File: config.mk
export PLATFORM = sky130hd
export DESIGN_NAME = cpt_fifo
export DESIGN_NICKNAME = d
export VERILOG_FILES = /design/src/rtl/cpt_pkg.sv /design/src/rtl/cpt_fifo.sv
export SDC_FILE = /design/constraint.sdc
export NUM_CORES = 1
export LEC_CHECK = 0
export ABC_AREA = 1
export BUFFER_PORTS_ARGS = -buffer_cell sky130_fd_sc_hd__buf_2
export CAP_MARGIN = 20
export CORE_ASPECT_RATIO = 1.4
export CORE_MARGIN = 3
export CORE_UTILIZATION = 41
export DETAILED_ROUTE_END_ITERATION = 10
export HOLD_SLACK_MARGIN = 0.08
export PLACE_DENSITY_LB_ADDON = 0.12
export SYNTH_ARGS = -nofsm -noshare
export SYNTH_HDL_FRONTEND = slang
export SYNTH_SLANG_ARGS = --single-unit
File: constraint.sdc
create_clock -name clk -period 4.28 [get_ports clk]
set_input_delay 0.428 -clock clk [delete_from_list [all_inputs] [get_ports clk]]
set_output_delay 0.428 -clock clk [all_outputs]
set_load 0.005 [all_outputs]
File: src/rtl/cpt_pkg.sv
// Shared constants and arithmetic helpers for the Clarke/Park transform block.
package cpt_pkg;

  localparam int unsigned FifoDepth = 4;

  localparam logic signed [15:0] KInvSqrt3  = 16'sd18919;
  localparam logic signed [15:0] KTwoThirds = 16'sd21845;
  localparam logic signed [15:0] KOneThird  = 16'sd10923;
  localparam logic [15:0]        SineMax    = 16'd32767;

  localparam logic [63:0] HalfPiQ30 = 64'd1686629713;

  localparam logic [5:0] PolePairsReset = 6'd7;
  localparam logic       RegPolePairs   = 1'b0;

  // Round half up at bit 15, then clamp to 16 bits.
  function automatic logic signed [15:0] rnd_sat(input logic signed [47:0] v);
    logic signed [47:0] t;
    t = (v + 48'sd16384) >>> 15;
    if (t > 48'sd32767) begin
      return 16'sd32767;
    end
    if (t < -48'sd32768) begin
      return -16'sd32768;
    end
    return t[15:0];
  endfunction

  function automatic logic [63:0] q30_step(input logic [63:0] t, input logic [63:0] th2);
    return (t * th2) >> 30;
  endfunction

  // Quarter-wave sine point k of a table with 2^lw entries, Q30 Taylor series.
  function automatic logic [15:0] quarter_sine(input int unsigned k, input int unsigned lw);
    logic [63:0] th;
    logic [63:0] th2;
    logic [63:0] t1, t2, t3, t4, t5, t6, t7, t8, t9;
    logic [63:0] pos;
    logic [63:0] neg;
    logic [63:0] s;
    logic [63:0] r;
    th  = (64'(k) * HalfPiQ30) >> lw;
    th2 = (th * th) >> 30;
    t1  = th;
    t2  = q30_step(t1, th2) / 64'd6;
    t3  = q30_step(t2, th2) / 64'd20;
    t4  = q30_step(t3, th2) / 64'd42;
    t5  = q30_step(t4, th2) / 64'd72;
    t6  = q30_step(t5, th2) / 64'd110;
    t7  = q30_step(t6, th2) / 64'd156;
    t8  = q30_step(t7, th2) / 64'd210;
    t9  = q30_step(t8, th2) / 64'd272;
    pos = t1 + t3 + t5 + t7 + t9;
    neg = t2 + t4 + t6 + t8;
    s   = (pos > neg) ? pos - neg : 64'd0;
    r   = (s * 64'd32767 + (64'd1 << 29)) >> 30;
    return (r > 64'd32767) ? SineMax : r[15:0];
  endfunction

endpackage

File: src/rtl/cpt_fifo.sv
// Short queue between the front end and the transform pipeline.
module cpt_fifo #(
  parameter int W = 78
) (
  input  logic         clk,
  input  logic         rst,
  input  logic         in_valid,
  output logic         in_ready,
  input  logic [W-1:0] in_data,
  output logic         out_valid,
  input  logic         out_ready,
  output logic [W-1:0] out_data
);
  import cpt_pkg::*;

  localparam int PW = $clog2(FifoDepth);

  logic [W-1:0] mem [FifoDepth];
  logic [PW-1:0] wr_ptr;
  logic [PW-1:0] rd_ptr;
  logic [PW:0]   count;
  logic          push;
  logic          pop;

  assign in_ready  = count != (PW+1)'(FifoDepth);
  assign out_valid = count != '0;
  assign push      = in_valid && in_ready;
  assign pop       = out_valid && out_ready;
  assign out_data  = mem[rd_ptr];

  always_ff @(posedge clk) begin
    if (rst) begin
      wr_ptr <= '0;
      rd_ptr <= '0;
      count  <= '0;
    end else begin
      if (push) wr_ptr <= wr_ptr + 1'b1;
      if (pop) rd_ptr <= rd_ptr + 1'b1;
      if (push && !pop) begin
        count <= count + 1'b1;
      end else if (pop && !push) begin
        count <= count - 1'b1;
      end
    end
  end

  always_ff @(posedge clk) begin
    if (push) mem[wr_ptr] <= in_data;
  end

`ifndef SYNTHESIS
  a_count_max: assert property (@(posedge clk) disable iff (rst)
    count <= (PW+1)'(FifoDepth)) else $error("fifo overfilled");
  a_push_inc: assert property (@(posedge clk) disable iff (rst)
    push && !pop |=> count == $past(count) + 1'b1) else $error("fifo count lost push");
  a_pop_dec: assert property (@(posedge clk) disable iff (rst)
    pop && !push |=> count == $past(count) - 1'b1) else $error("fifo count lost pop");
`endif

endmodule

Yosys cells after proc, flatten, opt, wreduce, memory -nomap -nowiden

Memory sizes are Yosys's and may differ from the RTL's. A register that Yosys moved wholly into a read port is not among the register bits.
Cells that the tools add are included.

Mux-type cells: 6
Reductions and logical operators: 8
Eq/ne operators: 1
Add/sub/neg operators: 4

Operators with widths:

| operator                                          | number |
|---|---|
| two-way mux 3 bit                                 | 2 |
| adder 2 x 1 -> 2 bit (second input constant)      | 2 |
| logical AND 1 bit                                 | 4 |
| two-way mux 2 bit                                 | 2 |
| adder 3 x 1 -> 3 bit (second input constant)      | 1 |
| != test 3 bit (second input constant)             | 1 |
| nonzero test 3 bit                                | 1 |
| subtractor 3 x 1 -> 3 bit (second input constant) | 1 |
| logical NOT 1 bit                                 | 2 |
| two-way mux 1 bit                                 | 2 |
| nonzero test 2 bit                                | 1 |

Flip-flop bits (word level): 7
Memories: 1
RAM bits: 312
Word-level logic and storage cells: 23

Memories:

| name | words | width | rd ports | clocked after memory_dff | write ports | RTL line       | RTL |
|---|---|---|---|---|---|---|---|
| mem  | 4     | 78    | 1        | 1                        | 1           | cpt_fifo.sv:18 | `logic [W-1:0] mem [FifoDepth];` |

Logic depth before layout (Yosys ltp)

Depth in word-level cells: 6
Depth in mapped cells: 13
Depth with buffers taken out: 13

Worst setup path before layout

No wires, ideal clock.

Kind: reg2reg
Start point: register count[0]
End point: memory mem[0][0] (enable)
Stages on the path, launching flop included: 5
Setup slack: -0.173 ns
Clock period less this slack: 4.453 ns
Buffers on the path: 0
Data arrival time: 3.938 ns
Path through: dfxtp_1 -> nor2_1 -> nand2_1 -> nand2_1 -> nor2_1

Word-level cells in the longest chain between the ends: 4

Ends and longest elaborated chain:

| what                                    | RTL line       | RTL |
|---|---|---|
| start, declared                         | cpt_fifo.sv:21 | `logic [PW:0] count;` |
| start signal, assigned                  | cpt_fifo.sv:40 | `count <= count + 1'b1;` |
| start signal, assigned                  | cpt_fifo.sv:42 | `count <= count - 1'b1;` |
| != test 3 bit                           | cpt_fifo.sv:25 | `assign in_ready = count != (PW+1)'(FifoDepth);` |
| net in_ready                            | cpt_fifo.sv:8  | `output logic in_ready,` |
| logical AND 1 bit                       | cpt_fifo.sv:27 | `assign push = in_valid && in_ready;` |
| two-way mux 1 bit                       | cpt_fifo.sv:48 | `if (push) mem[wr_ptr] <= in_data;` |
| two-way mux 1 bit (implied by the code) | cpt_fifo.sv:48 |  |
| end, declared                           | cpt_fifo.sv:18 |  |

The timed path passes the listed nets, and every way through them passes these cells.

==> out/qor.yml <==
wl_per_cell_um: 18.7
pwr-share-clk_pct: 30.1
antenna_found_initial: 3
synth_area_um2: 12100
crit_fanout: 88
fin_util_pct: 49.2
clockRootBuffer: "clkbuf_16"
htreeDepth: 1
finalMaxSlewViolations: 0
rows: 73
fin_skew_ns: 0.00771
grt_pass1_vias: 7052
io_buffer_count: 161
crit_buf_inv: 2
cp_cell_sequence: "buf_4 > o21ai_0 > o22ai_1 > buf_2"
multi_input_area_um2: 2130
synth-seq-cells: 321
slowest_delay_ns: 0.94
ctsLongestPathBuffers: 3
outcome: "completed"
maxSlewHeadroom_pct: 32.8
viasPerCell: 5.14
grt_usage_pct: 16.0
first_iter_violations: 450
syn2layout_area_growth_pct: 17.1
synth_top_area_share_pct: 77.7
drv_cap: 0
post-route-min-period_ns: 3.35
setup_violations: 0
fmax_mhz: 299
grt_max_degree: 89
seqCellArea_um2: 9550
cp-end-kind: "output port"
cp.required_ns: 3.85
die_x_um: 151
synth_area_per_cell_um2: 14.7
rsz0062_at_grt: "false"
wl_mm: 25.8
min_path_type: "primary input to register"
vias: 7081
timing.hold.ws_ns: 0.107
core_um2: 28700
cts_tree: "done"
worstPathArrival_ns: 2.92
vdd_ir_drop_max_mv: 0.398
power.share.switching_pct: 28.5
clock-sinks: 321
synth_top_area_cell: "edfxtp_1"
gp_congestion: 0.733
drtAntennaViolNets: 0
die_y_um: 209
drive_gt1_share_pct: 22.1
yosysUniqueCellTypes: 21
numCtsBuffers: 31
clock_latency_ns: 0.53
gr-total-overflow: 0
p_comb_share_pct: 21.6
path_clk_slew_ns: 0.06
p_per_area_nw_per_um2: 584
cpLargestDelayFamily: "flip-flops"
fp.dieArea_um2: 31500
syn_inst: 822
drc: 0
grt_pass1_wl_mm: 38.9
finalPower_uw: 8240
synthesis.nets: 910
power.leakage_uw: 0.00491
initial_core_util_pct: 42.0
seqPwrFrac_pct: 48.2
p_switching_uw: 2350
hpwlAfterDp_mm: 14.5
start_kind: "register"
yosys-top-cells-area: "edfxtp_1 78%, nor2_1 5.3%, o22ai_1 4.0%"
final_common_cell: "edfxtp_1"
ys_seq_area_share_pct: 79.2
slowest_stage: "dfxtp_4"
internal-power_uw: 5890
fin_crit_sh_pct: 78.2
synth-warning-count: 0
num-fill-cells: 2501
worst_pin_slew_ns: 1.01
ios: 162
final_cell_mix: "312 x edfxtp_1, 166 x nor2_1, 161 x buf_2"
timing.final.hold_violations: 0
path_class: "register to output port"
cts_setup_buffers: 0
num-nets-final: 1068
drt_first_pass_iters: 5
## sequential cells by signal (all words and copies together), names as in the netlist, named ones only
name	cells
rd_ptr	2
mem	312
count	3
wr_ptr	2
## cell usage after synthesis
cell,count
inv_4,1
nor2_1,170
inv_1,14
nand3b_1,1
fa_1,1
dfxtp_1,9
clkbuf_1,14
ha_1,5
nand2_1,15
buf_6,13
a21oi_1,3
edfxtp_1,312
o21ai_0,92
inv_2,1
buf_2,8
o22ai_1,78
xor2_1,1
nand3_1,4
o21ai_1,65
buf_4,10
clkbuf_2,5
## per-stage QoR
stage	setup WS, ns	setup TNS (ns)	instance area [um^2]	std cells
2_1_floorplan	-0.173	-54.00	12100	822
3_3_place_gp	1.46	0	13200	1320
3_5_place_dp	1.45	0	13200	1320
4_1_cts	0.876	0	14100	1376
5_1_grt	0.668	0	14100	1376
6_report	0.934	0	14100	1378
## what timing repair did
| item | 4_1_cts | 5_1_grt |
|---|---|---|
| setup endpoints to repair | 0 | 0 |
| gates resized for setup | 0 | 0 |
| endpoints found under the hold margin | 5 | 0 |
| hold buffers | 2 | 0 |
## power groups by stage
| stage | logic (uW) | registers [uW] | clock network [uW] |
|---|---|---|---|
| after floorplan | 1140 | 3990 | 0 |
| after global placement | 1830 | 4040 | 0 |
| after detailed placement | 1830 | 4050 | 0 |
| after CTS | 1840 | 3980 | 2560 |
| after global routing | 2000 | 4010 | 2680 |
| final | 1780 | 3970 | 2480 |
## worst paths after layout
path	startpoint	endpoint	slack, ns	cells after the start
hold reg to reg	rd_ptr[1]	register	0.50	2
setup reg to reg	count[0]	mem[0][59]	1.84	5
hold / removal	in_data[57]	mem[2][57]	0.11	1
setup / recovery	register	out_data[12]	0.93	4
## final cells by class
class	count	share of cell area (%)
Antenna cell	2	0.0354
Clock buffer	36	5.63
Clock inverter	18	0.957
Inverter	16	0.443
Multi-Input combinational cell	435	15.1
Sequential cell	321	67.7
Tap cell	375	3.32
Timing Repair Buffer	175	6.84
## per-layer routing
metal	up-vias	global-route usage (%)	routed length (um)
li1	3393	-	-
met4	6	4.91	646
met3	47	3.23	1630
met5	-	0	29
met2	164	27.8	13100
met1	3471	20.0	10400
## kinds of logic after synthesis
family / synth area share (%)
simple gates: 5.99
fa+ha+maj: 0.685
xor+xnor: 0.0727
buf+inv: 3.33
compound gates: 10.7
flops: 79.2
Note: power is estimated with default switching activity, not from simulation.
