[config.mk]
export PLATFORM = sky130hd
export DESIGN_NAME = cpt_front
export DESIGN_NICKNAME = d
export VERILOG_FILES = /design/src/rtl/cpt_pkg.sv /design/src/rtl/cpt_front.sv
export SDC_FILE = /design/constraint.sdc
export NUM_CORES = 1
export LEC_CHECK = 0
export BUFFER_PORTS_ARGS = -buffer_cell sky130_fd_sc_hd__buf_2
export CAP_MARGIN = 20
export CORE_ASPECT_RATIO = 0.7
export CORE_MARGIN = 1.5
export CORE_UTILIZATION = 23
export CTS_CLUSTER_SIZE = 12
export DETAILED_ROUTE_END_ITERATION = 7
export HOLD_SLACK_MARGIN = 0.1
export PLACE_DENSITY = 0.78
export SYNTH_ARGS = -nofsm -noshare
export SYNTH_HDL_FRONTEND = slang
export SYNTH_SLANG_ARGS = --single-unit
[constraint.sdc]
create_clock -name clk -period 1.47 [get_ports clk]
set_input_delay 0 -clock clk [delete_from_list [all_inputs] [get_ports clk]]
set_output_delay 0 -clock clk [all_outputs]
set_load 0.02 [all_outputs]
[src/rtl/cpt_pkg.sv]
// Shared constants and arithmetic helpers for the Clarke/Park transform block.
package cpt_pkg;

  localparam int unsigned FifoDepth = 4;

  localparam logic signed [15:0] KInvSqrt3  = 16'sd18919;
  localparam logic signed [15:0] KTwoThirds = 16'sd21845;
  localparam logic signed [15:0] KOneThird  = 16'sd10923;
  localparam logic [15:0]        SineMax    = 16'd32767;

  localparam logic [63:0] HalfPiQ30 = 64'd1686629713;

  localparam logic [5:0] PolePairsReset = 6'd7;
  localparam logic       RegPolePairs   = 1'b0;

  // Round half up at bit 15, then clamp to 16 bits.
  function automatic logic signed [15:0] rnd_sat(input logic signed [47:0] v);
    logic signed [47:0] t;
    t = (v + 48'sd16384) >>> 15;
    if (t > 48'sd32767) begin
      return 16'sd32767;
    end
    if (t < -48'sd32768) begin
      return -16'sd32768;
    end
    return t[15:0];
  endfunction

  function automatic logic [63:0] q30_step(input logic [63:0] t, input logic [63:0] th2);
    return (t * th2) >> 30;
  endfunction

  // Quarter-wave sine point k of a table with 2^lw entries, Q30 Taylor series.
  function automatic logic [15:0] quarter_sine(input int unsigned k, input int unsigned lw);
    logic [63:0] th;
    logic [63:0] th2;
    logic [63:0] t1, t2, t3, t4, t5, t6, t7, t8, t9;
    logic [63:0] pos;
    logic [63:0] neg;
    logic [63:0] s;
    logic [63:0] r;
    th  = (64'(k) * HalfPiQ30) >> lw;
    th2 = (th * th) >> 30;
    t1  = th;
    t2  = q30_step(t1, th2) / 64'd6;
    t3  = q30_step(t2, th2) / 64'd20;
    t4  = q30_step(t3, th2) / 64'd42;
    t5  = q30_step(t4, th2) / 64'd72;
    t6  = q30_step(t5, th2) / 64'd110;
    t7  = q30_step(t6, th2) / 64'd156;
    t8  = q30_step(t7, th2) / 64'd210;
    t9  = q30_step(t8, th2) / 64'd272;
    pos = t1 + t3 + t5 + t7 + t9;
    neg = t2 + t4 + t6 + t8;
    s   = (pos > neg) ? pos - neg : 64'd0;
    r   = (s * 64'd32767 + (64'd1 << 29)) >> 30;
    return (r > 64'd32767) ? SineMax : r[15:0];
  endfunction

endpackage

[src/rtl/cpt_front.sv]
// Front end: takes input transfers, forms electrical angle and Clarke beta.
module cpt_front #(
  parameter int ANGLE_BITS = 14,
  parameter int QW = 16
) (
  input  logic          clk,
  input  logic          rst,
  input  logic          in_valid,
  output logic          in_ready,
  input  logic [95:0]   in_data,
  input  logic [5:0]    pole_pairs,
  output logic          out_valid,
  input  logic          out_ready,
  output logic [QW-1:0] out_data
);
  import cpt_pkg::*;

  logic                  f_v;
  logic signed [15:0]    f_a;
  logic signed [16:0]    f_diff;
  logic signed [15:0]    f_cd;
  logic signed [15:0]    f_cq;
  logic [ANGLE_BITS-1:0] f_elec;
  logic [19:0]           elec_full;
  logic signed [32:0]    beta_prod;
  logic signed [15:0]    beta;

  assign elec_full = 20'(in_data[93:80]) * 20'(pole_pairs);
  assign in_ready  = !f_v || out_ready;
  assign out_valid = f_v;

  always_ff @(posedge clk) begin
    if (rst) begin
      f_v <= 1'b0;
    end else if (in_ready) begin
      f_v <= in_valid;
    end
  end

  always_ff @(posedge clk) begin
    if (in_ready && in_valid) begin
      f_a    <= $signed(in_data[15:0]);
      f_diff <= 17'($signed(in_data[31:16])) - 17'($signed(in_data[47:32]));
      f_cd   <= $signed(in_data[63:48]);
      f_cq   <= $signed(in_data[79:64]);
      f_elec <= elec_full[ANGLE_BITS-1:0];
    end
  end

  assign beta_prod = f_diff * 33'(KInvSqrt3);
  assign beta      = rnd_sat(48'(beta_prod));
  assign out_data  = {f_elec, f_cq, f_cd, beta, f_a};

endmodule

# After elaboration in Yosys (flattened, before gate mapping)
# Cells that the tools add are included.
# W data, S select, Z words.
# totals
reg_bits	17
input_bits	106
output_inout_bits	18
wordCells	5
# classes
n_reduce_logical	3
# op_table
operator	n
$logic_and A1 B1 Y1	1
$logic_not A1 Y1	1
$logic_or A1 B1 Y1	1

# Longest topological paths before layout
# Gate-level depths: netlist of run 1.
# logic_depth
depth_word	3
depth_mapped	2
ltp_nobuf	2

# Worst setup path after synthesis of run 1
# Ideal clock, no wire load.
# synth_timing
kind	register -> register
start	register f_v, in the netlist out_valid
end	register f_a[0], in the netlist out_data[0] (enable)
arrival_time_ns	0.770
setup_slack_ns	0.387
stages_incl_launch_ff	3
n_path_buf	0
cell_sequence	dfxtp_1 nand2b_4 and2_4
# synth_via
elab_chain_cells	3
# synth_rtl
element	line	source
start: declaration	cpt_front.sv:18	logic f_v;
start signal: assignment	cpt_front.sv:36	f_v <= in_valid;
$logic_not A1 Y1	cpt_front.sv:29	assign in_ready = !f_v || out_ready;
$logic_or A1 B1 Y1	cpt_front.sv:29	
named net in_ready	cpt_front.sv:9	output logic in_ready,
$logic_and A1 B1 Y1	cpt_front.sv:41	if (in_ready && in_valid) begin
end signal: assignment	cpt_front.sv:42	f_a <= $signed(in_data[15:0]);
end: declaration	cpt_front.sv:19	logic signed [15:0] f_a;
# The timed path passes the listed nets, and every way through them passes these cells.
# A chain may end at the register's enable or synchronous reset.

# Worst setup path in the final report of run 1
# layout_timing
start	register f_v, in the netlist out_valid
end	register f_v, in the netlist out_valid
# layout_via
elab_chain_cells	2
# layout_rtl
element	line
$logic_not A1 Y1	cpt_front.sv:29
$logic_or A1 B1 Y1	cpt_front.sv:29
# Every way passes these cells.

==> results_tabular.tex, run 1 <==
\begin{tabular}{lr}
\hline
Metric & Value \\
\hline
\multicolumn{2}{l}{\textbf{Worst setup path}} \\
\quad Sum of buffers and inverters on the critical path & 1 \\
\quad Arrival time at the worst endpoint & 1.41 ns \\
\quad Endpoint type of the worst setup path & flip-flop \\
\quad Crit Path Max Fanout & 3 \\
\quad Crit path cell chain & nand2b\_4 > a21oi\_2 > dlygate4sd3\_1 \\
\quad Data required, critical path & 1.70 ns \\
\quad Startpoint types & flip-flop \\
\quad Crit path max-delay family & buffers and inverters \\
\quad Critical path class & flip-flop to flip-flop \\
\quad Highest-delay cell along the critical path & sky130\_fd\_sc\_hd\_\_dlygate4sd3\_1 \\
\quad Delay of the slowest cell on the worst path & about 0.54 ns \\
\multicolumn{2}{l}{\textbf{Yosys}} \\
\quad Distinct cells, synth & 6 \\
\quad Top cell type by total area after synthesis & sky130\_fd\_sc\_hd\_\_edfxtp\_1 \\
\quad Post-synthesis register bit count & 17 \\
\quad Count of flip-flops with a built-in enable after synthesis & 16 \\
\quad Portion of the post-synthesis area used by sequential elements & 93.46\% \\
\quad Proportion of synthesized flip-flops having asynchronous set or reset & 0\% \\
\quad Top FF cell, synth & sky130\_fd\_sc\_hd\_\_edfxtp\_1 \\
\quad Most area-consuming cells after synthesis & sky130\_fd\_sc\_hd\_\_edfxtp\_1, sky130\_fd\_sc\_hd\_\_dfxtp\_1, sky130\_fd\_sc\_hd\_\_nand2b\_4 \\
\quad Total nets after synthesis & 127 \\
\quad Cell with the most instances after synthesis & sky130\_fd\_sc\_hd\_\_edfxtp\_1 \\
\quad Syn avg cell area & 25.50 um\^{}2 \\
\quad Synth warn & 0 \\
\quad Cells after synthesis & 21 \\
\quad Netlist Area Pre-Place & 535.5 um\^{}2 \\
\quad Post-synth top area share & 89.72\% \\
\multicolumn{2}{l}{\textbf{CTS}} \\
\quad Number of buffers created by CTS & 3 \\
\quad Root buffer selected by CTS & sky130\_fd\_sc\_hd\_\_clkbuf\_4 \\
\quad Latest clock arrival within the worst-skew pair & between 0.2 and 0.3 ns \\
\quad Number of H-tree levels & 1 \\
\quad Clock sink count & 17 \\
\quad Clock tree from TritonCTS & built \\
\quad Clock tree buffer depth & 2 \\
\quad Number of post-CTS setup repair buffers & 0 \\
\quad Hold-fix buffers at CTS & 18 \\
\quad Gates resized, CTS repair & 0 \\
\quad Clock input transition at the sequential cells of the worst setup and hold paths & 0.09 ns \\
\multicolumn{2}{l}{\textbf{Placed design}} \\
\quad Global placer's final weighted congestion & 0.6612 \\
\quad Count of buffers from port buffering & 37 \\
\quad Post-placement worst setup slack & 0.4648 ns \\
\multicolumn{2}{l}{\textbf{Status}} \\
\quad Result of the run & completed \\
\multicolumn{2}{l}{\textbf{Global route}} \\
\quad Number of global-route vias before repair & about 380 \\
\quad Maximum number of pins on one net before global-route repair & 17 \\
\quad Global-route total usage across every layer & 8.914\% \\
\quad Wire length of the first global-routing pass & 1.545 mm \\
\quad Number of antenna violations at the first check in global routing & 0 \\
\quad Aggregate global routing overflow & 0 \\
\multicolumn{2}{l}{\textbf{Floorplan}} \\
\quad Number of cell rows & 14 \\
\quad Top-level I/O count & between 100 and 150 \\
\quad Die Footprint & around 0.0026 mm\^{}2 \\
\quad Horiz. Die Dim & 60.67 um \\
\quad Height of the die & 43.37 um \\
\quad Core area & 0.002172 mm\^{}2 \\
\quad Initial core utilization & 24.65\% \\
\multicolumn{2}{l}{\textbf{STA}} \\
\quad Setup repair after global routing missed its margin & no \\
\quad Portion of the clock cycle consumed by the worst path in the final layout & between 80\% and 90\% \\
\quad Pin slew with the least headroom to its limit & 0.2148 ns \\
\quad \# setup viols final & 0 \\
\quad Fin crit period & approximately 1.2 ns \\
\quad Final Hold Violating Endpoints & 0 \\
\quad Worst relative slew slack & between 80\% and 90\% \\
\quad Fmax achieved & 0.8503 GHz \\
\quad Worst Skew & 0.008648 ns \\
\quad Total negative slack for setup checks & 0 ns \\
\quad Final critical-path setup slack & a little under 0.3 ns \\
\quad Max-slew violation count & 0 \\
\multicolumn{2}{l}{\textbf{Cells and area}} \\
\quad Relative area change from synthesis to final layout & 80.61\% \\
\quad Layout cells sized above 1 & 53.75\% \\
\quad Antenna Diode Count & 0 \\
\quad Number of nets in the finished design & 187 \\
\quad Post-Route Utilization & 44.53\% \\
\multicolumn{2}{l}{\textbf{Detailed routing}} \\
\quad DR vias & 403 \\
\quad DRC errors left & 0 \\
\quad Drt pass-1 iters & 2 \\
\quad DRC marker count from the first detailed-route iteration & 5 \\
\quad Detailed-route wire length & 1.189 mm \\
\quad Via/cell ratio & 3.598 \\
\quad Wire length per cell after detailed routing & 10.62 um \\
\quad Post-detailed-route count of antenna-violating nets & 0 \\
\multicolumn{2}{l}{\textbf{Min path}} \\
\quad Min-Delay Path Class & primary input to flip-flop \\
\multicolumn{2}{l}{\textbf{Power and ir drop}} \\
\quad Sequential group share of total power & 60.2\% \\
\quad Power per unit of standard cell area & 978.3 mW/mm\^{}2 \\
\quad Internal power & 740.3 uW \\
\quad Switching power summed over all nets & slightly above 200 uW \\
\quad Clock network fraction of design power & 24.5\% \\
\quad Combinational Power Share & 15.3\% \\
\quad Leakage power figure & 0.0004186 uW \\
\quad Switching share of total power & between 20\% and 30\% \\
\quad Worst vdd rail ir drop & 0.3817 mV \\
\multicolumn{2}{l}{\textbf{Flow run}} \\
\quad Number of max-capacitance violations reported & 0 \\
\hline
\end{tabular}
worst paths after layout:
check	from	slack [ns]	to	depth (start not counted)
worst min register to register	out_valid	0.87	out_data[5]	2
worst max register to register	out_valid	0.29	out_valid	3
worst min-delay path	in_valid	0.21	out_data[5]	2
worst max-delay path	out_valid	0.29	out_valid	3
area by class of cell:
class                           instances  area [um^2]
Tap cell                               32        40.04
Inverter                                1        3.754
Fill cell                             228         1205
Clock buffer                            4        26.28
Multi-Input combinational cell          3        31.28
Timing Repair Buffer                   55        365.4
Sequential cell                        17        500.5
flip-flops by register name, indices dropped and copies added, names as in the netlist:
signal and cells:
out_data 16, out_valid 1
layer usage:
metal	GRT usage, %	vias to the layer above	wire length, um
met5	0	-	0
met4	2.609	0	0
met3	5.373	0	105
met2	17.42	22	654
met1	7.198	184	429
li1	-	197	-
cells by family (layout without fill, tap and decap cells):
group | count (synthesis) | after routing | synth area share, %
simple gates | 2 | 2 | 4.205
flops | 17 | 17 | 93.46
compound gates | 1 | 1 | 1.636
buf+inv | 1 | 60 | 0.7003
cell usage in the layout (no fill, tap or decap):
master,synthesis,final
sky130_fd_sc_hd__nand2b_4,1,1
sky130_fd_sc_hd__buf_2,0,37
sky130_fd_sc_hd__a21oi_2,1,1
sky130_fd_sc_hd__and2_4,1,1
sky130_fd_sc_hd__clkbuf_4,0,3
sky130_fd_sc_hd__dlygate4sd3_1,0,18
sky130_fd_sc_hd__edfxtp_1,16,16
sky130_fd_sc_hd__clkbuf_1,0,1
sky130_fd_sc_hd__inv_1,1,1
sky130_fd_sc_hd__dfxtp_1,1,1
power by group through the flow:
stage / clock network [uW] / registers, uW / logic (uW)
after floorplan: 0 / 618 / 17.2
after global placement: 0 / 581 / 107
after detailed placement: 0 / 582 / 108
after CTS: 247 / 571 / 145
after global routing: 266 / 574 / 153
final: 232 / 570 / 145
metrics by stage:
stage / instance area, um^2 / std cells / total power [uW] / hold WS [ns]
2_1_floorplan: 535.5 / 21 / 635.2 / 0.06244
4_1_cts: 967.2 / 112 / 963.7 / 0.2031
6_report: 967.2 / 112 / 946.2 / 0.2085
5_1_grt: 967.2 / 112 / 993.1 / 0.2003
3_3_place_gp: 760.7 / 90 / 687.7 / 0.1600
3_5_place_dp: 760.7 / 90 / 690.0 / 0.1781
Note: power is estimated with default switching activity, not from simulation.
==> run 2, diff against run 1 <==
CORE_UTILIZATION = 22   (was 23)
PLACE_DENSITY = 0.75   (was 0.78)
clock period = 1.2 ns   (was 1.47 ns; I/O delays follow)
==> run 2 against run 1 <==
Clock power increased by 26%. Fmax increased by 3.9%. Register-to-register slack got worse by 0.23 ns. Clock-buffer cell count unchanged. Critical path depth unchanged.
==> results_tabular.tex, run 2 (synthesis results as in run 1) <==
\begin{tabular}{lr}
\hline
Metric & Value \\
\hline
\multicolumn{2}{l}{\textbf{Global route}} \\
\quad Global Route met2 Usage & 15.42\% (-2.0 points) \\
\quad Number of global-route vias before repair & 397 (+5.0\%) \\
\quad Wire length of the first global-routing pass & 1.683 mm (+8.9\%) \\
\quad Most congested layer reported by global routing & met2 \\
\quad Global-route total usage across every layer & 8.991\% (+0.077 points) \\
\quad Aggregate global routing overflow & 0 (unchanged) \\
\quad Met3 Resource Use GR & 6.140\% (+0.77 points) \\
\quad Number of antenna violations at the first check in global routing & 0 (unchanged) \\
\quad Maximum number of pins on one net before global-route repair & 17 (unchanged) \\
\quad GRT met1 Usage & 8.704\% (+1.5 points) \\
\multicolumn{2}{l}{\textbf{Floorplan}} \\
\quad Core area & 0.002225 mm\^{}2 (+2.4\%) \\
\quad Die Footprint & 0.002744 mm\^{}2 (+4.3\%) \\
\quad Initial core utilization & 24.07\% (-0.58 points) \\
\quad Height of the die & 44.28 um (+2.1\%) \\
\quad Top-level I/O count & 124 (unchanged) \\
\quad Horiz. Die Dim & 61.97 um (+2.1\%) \\
\quad Number of cell rows & 14 (unchanged) \\
\multicolumn{2}{l}{\textbf{Worst setup path}} \\
\quad Delay of the slowest cell on the worst path & 0.54 ns (about the same) \\
\quad Endpoint type of the worst setup path & flip-flop \\
\quad Critical path class & flip-flop to flip-flop \\
\quad Crit path cell chain & nand2b\_4 > a21oi\_2 > dlygate4sd3\_1 \\
\quad Highest-delay cell along the critical path & sky130\_fd\_sc\_hd\_\_dlygate4sd3\_1 \\
\quad Startpoint types & flip-flop \\
\quad Data required, critical path & 1.42 ns (-0.28 ns) \\
\quad Arrival time at the worst endpoint & 1.36 ns (-0.05 ns) \\
\quad Crit Path Max Fanout & 3 (unchanged) \\
\multicolumn{2}{l}{\textbf{Cells and area}} \\
\quad Antenna Diode Count & 0 (unchanged) \\
\quad Filler cell count in the final layout & 215 (-5.7\%) \\
\quad Max FFs per register & 16 (unchanged) \\
\quad Most frequent standard cell in the layout excluding fill and tap cells & sky130\_fd\_sc\_hd\_\_buf\_2 \\
\quad Layout cells sized above 1 & 55.00\% (+1.3 points) \\
\quad Number of nets in the finished design & 187 (unchanged) \\
\quad Area of all placed cells without fillers & 968.4 um\^{}2 (+0.13\%) \\
\quad Relative area change from synthesis to final layout & 80.84\% \\
\quad Commonest cells after routing, fill and taps aside & sky130\_fd\_sc\_hd\_\_buf\_2, sky130\_fd\_sc\_hd\_\_dlygate4sd3\_1, sky130\_fd\_sc\_hd\_\_edfxtp\_1 \\
\multicolumn{2}{l}{\textbf{STA}} \\
\quad Worst relative slew slack & 85.46\% (-0.22 points) \\
\quad Worst Skew & 0.0007971 ns (-0.007851 ns) \\
\quad \# setup viols final & 0 (unchanged) \\
\quad Final Hold Violating Endpoints & 0 (unchanged) \\
\quad Total negative slack for setup checks & 0 ns (unchanged) \\
\quad Max-slew violation count & 0 (unchanged) \\
\quad Portion of the clock cycle consumed by the worst path in the final layout & 94.33\% (+14 points) \\
\quad Fin crit period & 1.132 ns (-0.04401 ns) \\
\quad Worst hold margin & 0.2101 ns (+0.001614 ns) \\
\quad Pin slew with the least headroom to its limit & 0.2181 ns (+0.003310 ns) \\
\quad Setup repair after global routing missed its margin & no \\
\quad Fmax achieved & 0.8834 GHz (+3.9\%) \\
\multicolumn{2}{l}{\textbf{Detailed routing}} \\
\quad Detailed-route wire length & 1.113 mm (-6.4\%) \\
\quad DRC marker count from the first detailed-route iteration & 2 (-3) \\
\quad Wire length per cell after detailed routing & 9.938 um (-6.4\%) \\
\quad Drt pass-1 iters & 3 (+1) \\
\quad Post-detailed-route count of antenna-violating nets & 0 (unchanged) \\
\quad DR vias & 410 (+1.7\%) \\
\quad Via/cell ratio & 3.661 (+1.7\%) \\
\quad DRC errors left & 0 (unchanged) \\
\multicolumn{2}{l}{\textbf{Power and ir drop}} \\
\quad Sequential group share of total power & 59.8\% (-0.4 points) \\
\quad Internal power & 907.2 uW (+23\%) \\
\quad Power per unit of standard cell area & 1205 mW/mm\^{}2 (+23\%) \\
\quad Switching share of total power & 22.23\% (+0.47 points) \\
\quad Clock network fraction of design power & 25.1\% (+0.6 points) \\
\quad Leakage power figure & 0.0004189 uW (about the same) \\
\quad Total power & 1167 uW (+23\%) \\
\quad Worst vdd rail ir drop & 0.5707 mV (+50\%) \\
\quad Combinational Power Share & 15.2\% (about the same) \\
\quad Switching power summed over all nets & 259.3 uW (+26\%) \\
\multicolumn{2}{l}{\textbf{CTS}} \\
\quad Clock tree from TritonCTS & built \\
\quad Number of post-CTS setup repair buffers & 0 (unchanged) \\
\quad Latest clock arrival within the worst-skew pair & 0.28 ns (about the same) \\
\quad Number of buffers created by CTS & 3 (unchanged) \\
\quad Number of H-tree levels & 1 (unchanged) \\
\quad Clock tree buffer depth & 2 (unchanged) \\
\quad Root buffer selected by CTS & sky130\_fd\_sc\_hd\_\_clkbuf\_4 \\
\quad Clock input transition at the sequential cells of the worst setup and hold paths & 0.09 ns (about the same) \\
\quad Clock sink count & 17 (unchanged) \\
\multicolumn{2}{l}{\textbf{Flow run}} \\
\quad Number of max-capacitance violations reported & 0 (unchanged) \\
\multicolumn{2}{l}{\textbf{Min path}} \\
\quad Min-Delay Path Class & primary input to flip-flop \\
\multicolumn{2}{l}{\textbf{Placed design}} \\
\quad Half-perimeter wire length of the detailed placement result & 824.7 um \\
\quad Global placer's final weighted congestion & 0.6415 (-3.0\%) \\
\quad Count of buffers from port buffering & 37 (unchanged) \\
\quad Post-DP Area & 760.7 um\^{}2 (unchanged) \\
\multicolumn{2}{l}{\textbf{Status}} \\
\quad Result of the run & completed \\
\hline
\end{tabular}
## run 2: final timing paths
path	from	cells after the start	slack (ns)	end
max	out_valid	3	0.07	out_valid
min	in_valid	2	0.21	out_data[9]
max reg2reg	out_valid	3	0.07	out_valid
min reg2reg	out_valid	2	0.83	out_data[9]
## run 2: worst max-delay path: cells and delay by family, from the launching register on
kind	cells	cell delay, ns
compound gates	1	0.12
buf+inv	1	0.54
flops	1	0.36
simple gates	1	0.06
## run 2: area by class of cell
cell class,count,area (um^2),area share (%)
inverter,1,3.754,0.3876
clock buffer,4,26.28,2.713
sequential,17,501.7,51.81
multi-input combinational,3,31.28,3.230
timing repair buffer,55,365.4,37.73
tap,32,40.04,4.134
## run 2: through the flow
| step | util [%] | std cells | setup slack [ns] |
|---|---|---|---|
| 2_1_floorplan | - | 21 | 0.1171 |
| 3_3_place_gp | 34.20 | 90 | 0.2203 |
| 3_5_place_dp | 34.20 | 90 | 0.1813 |
| 4_1_cts | 43.48 | 112 | 0.02995 |
| 5_1_grt | 43.53 | 112 | 0.009540 |
| 6_report | 43.53 | 112 | 0.06801 |
## run 2: repair_timing
| action | in CTS | in global routing |
|---|---|---|
| gates resized for setup | 0 | 1 |
| endpoints found under the hold margin | 17 | 0 |
| setup endpoints to repair | 0 | 1 |
| hold buffers | 18 | 0 |
## run 2: power by group through the flow
stage / clock network, uW / logic, uW / registers [uW]
after floorplan: 0 / 21.1 / 757
after global placement: 0 / 130 / 710
after detailed placement: 0 / 135 / 712
after CTS: 315 / 180 / 698
after global routing: 345 / 191 / 702
final: 292 / 177 / 697
## run 2: routing by layer
layer / wire length [um] / share of wire (%) / vias up
li1: - / - / 199
met4: 0 / 0 / 0
met1: 400 / 36 / 186
met5: 0 / 0 / -
met3: 135 / 12 / 0
met2: 577 / 52 / 25
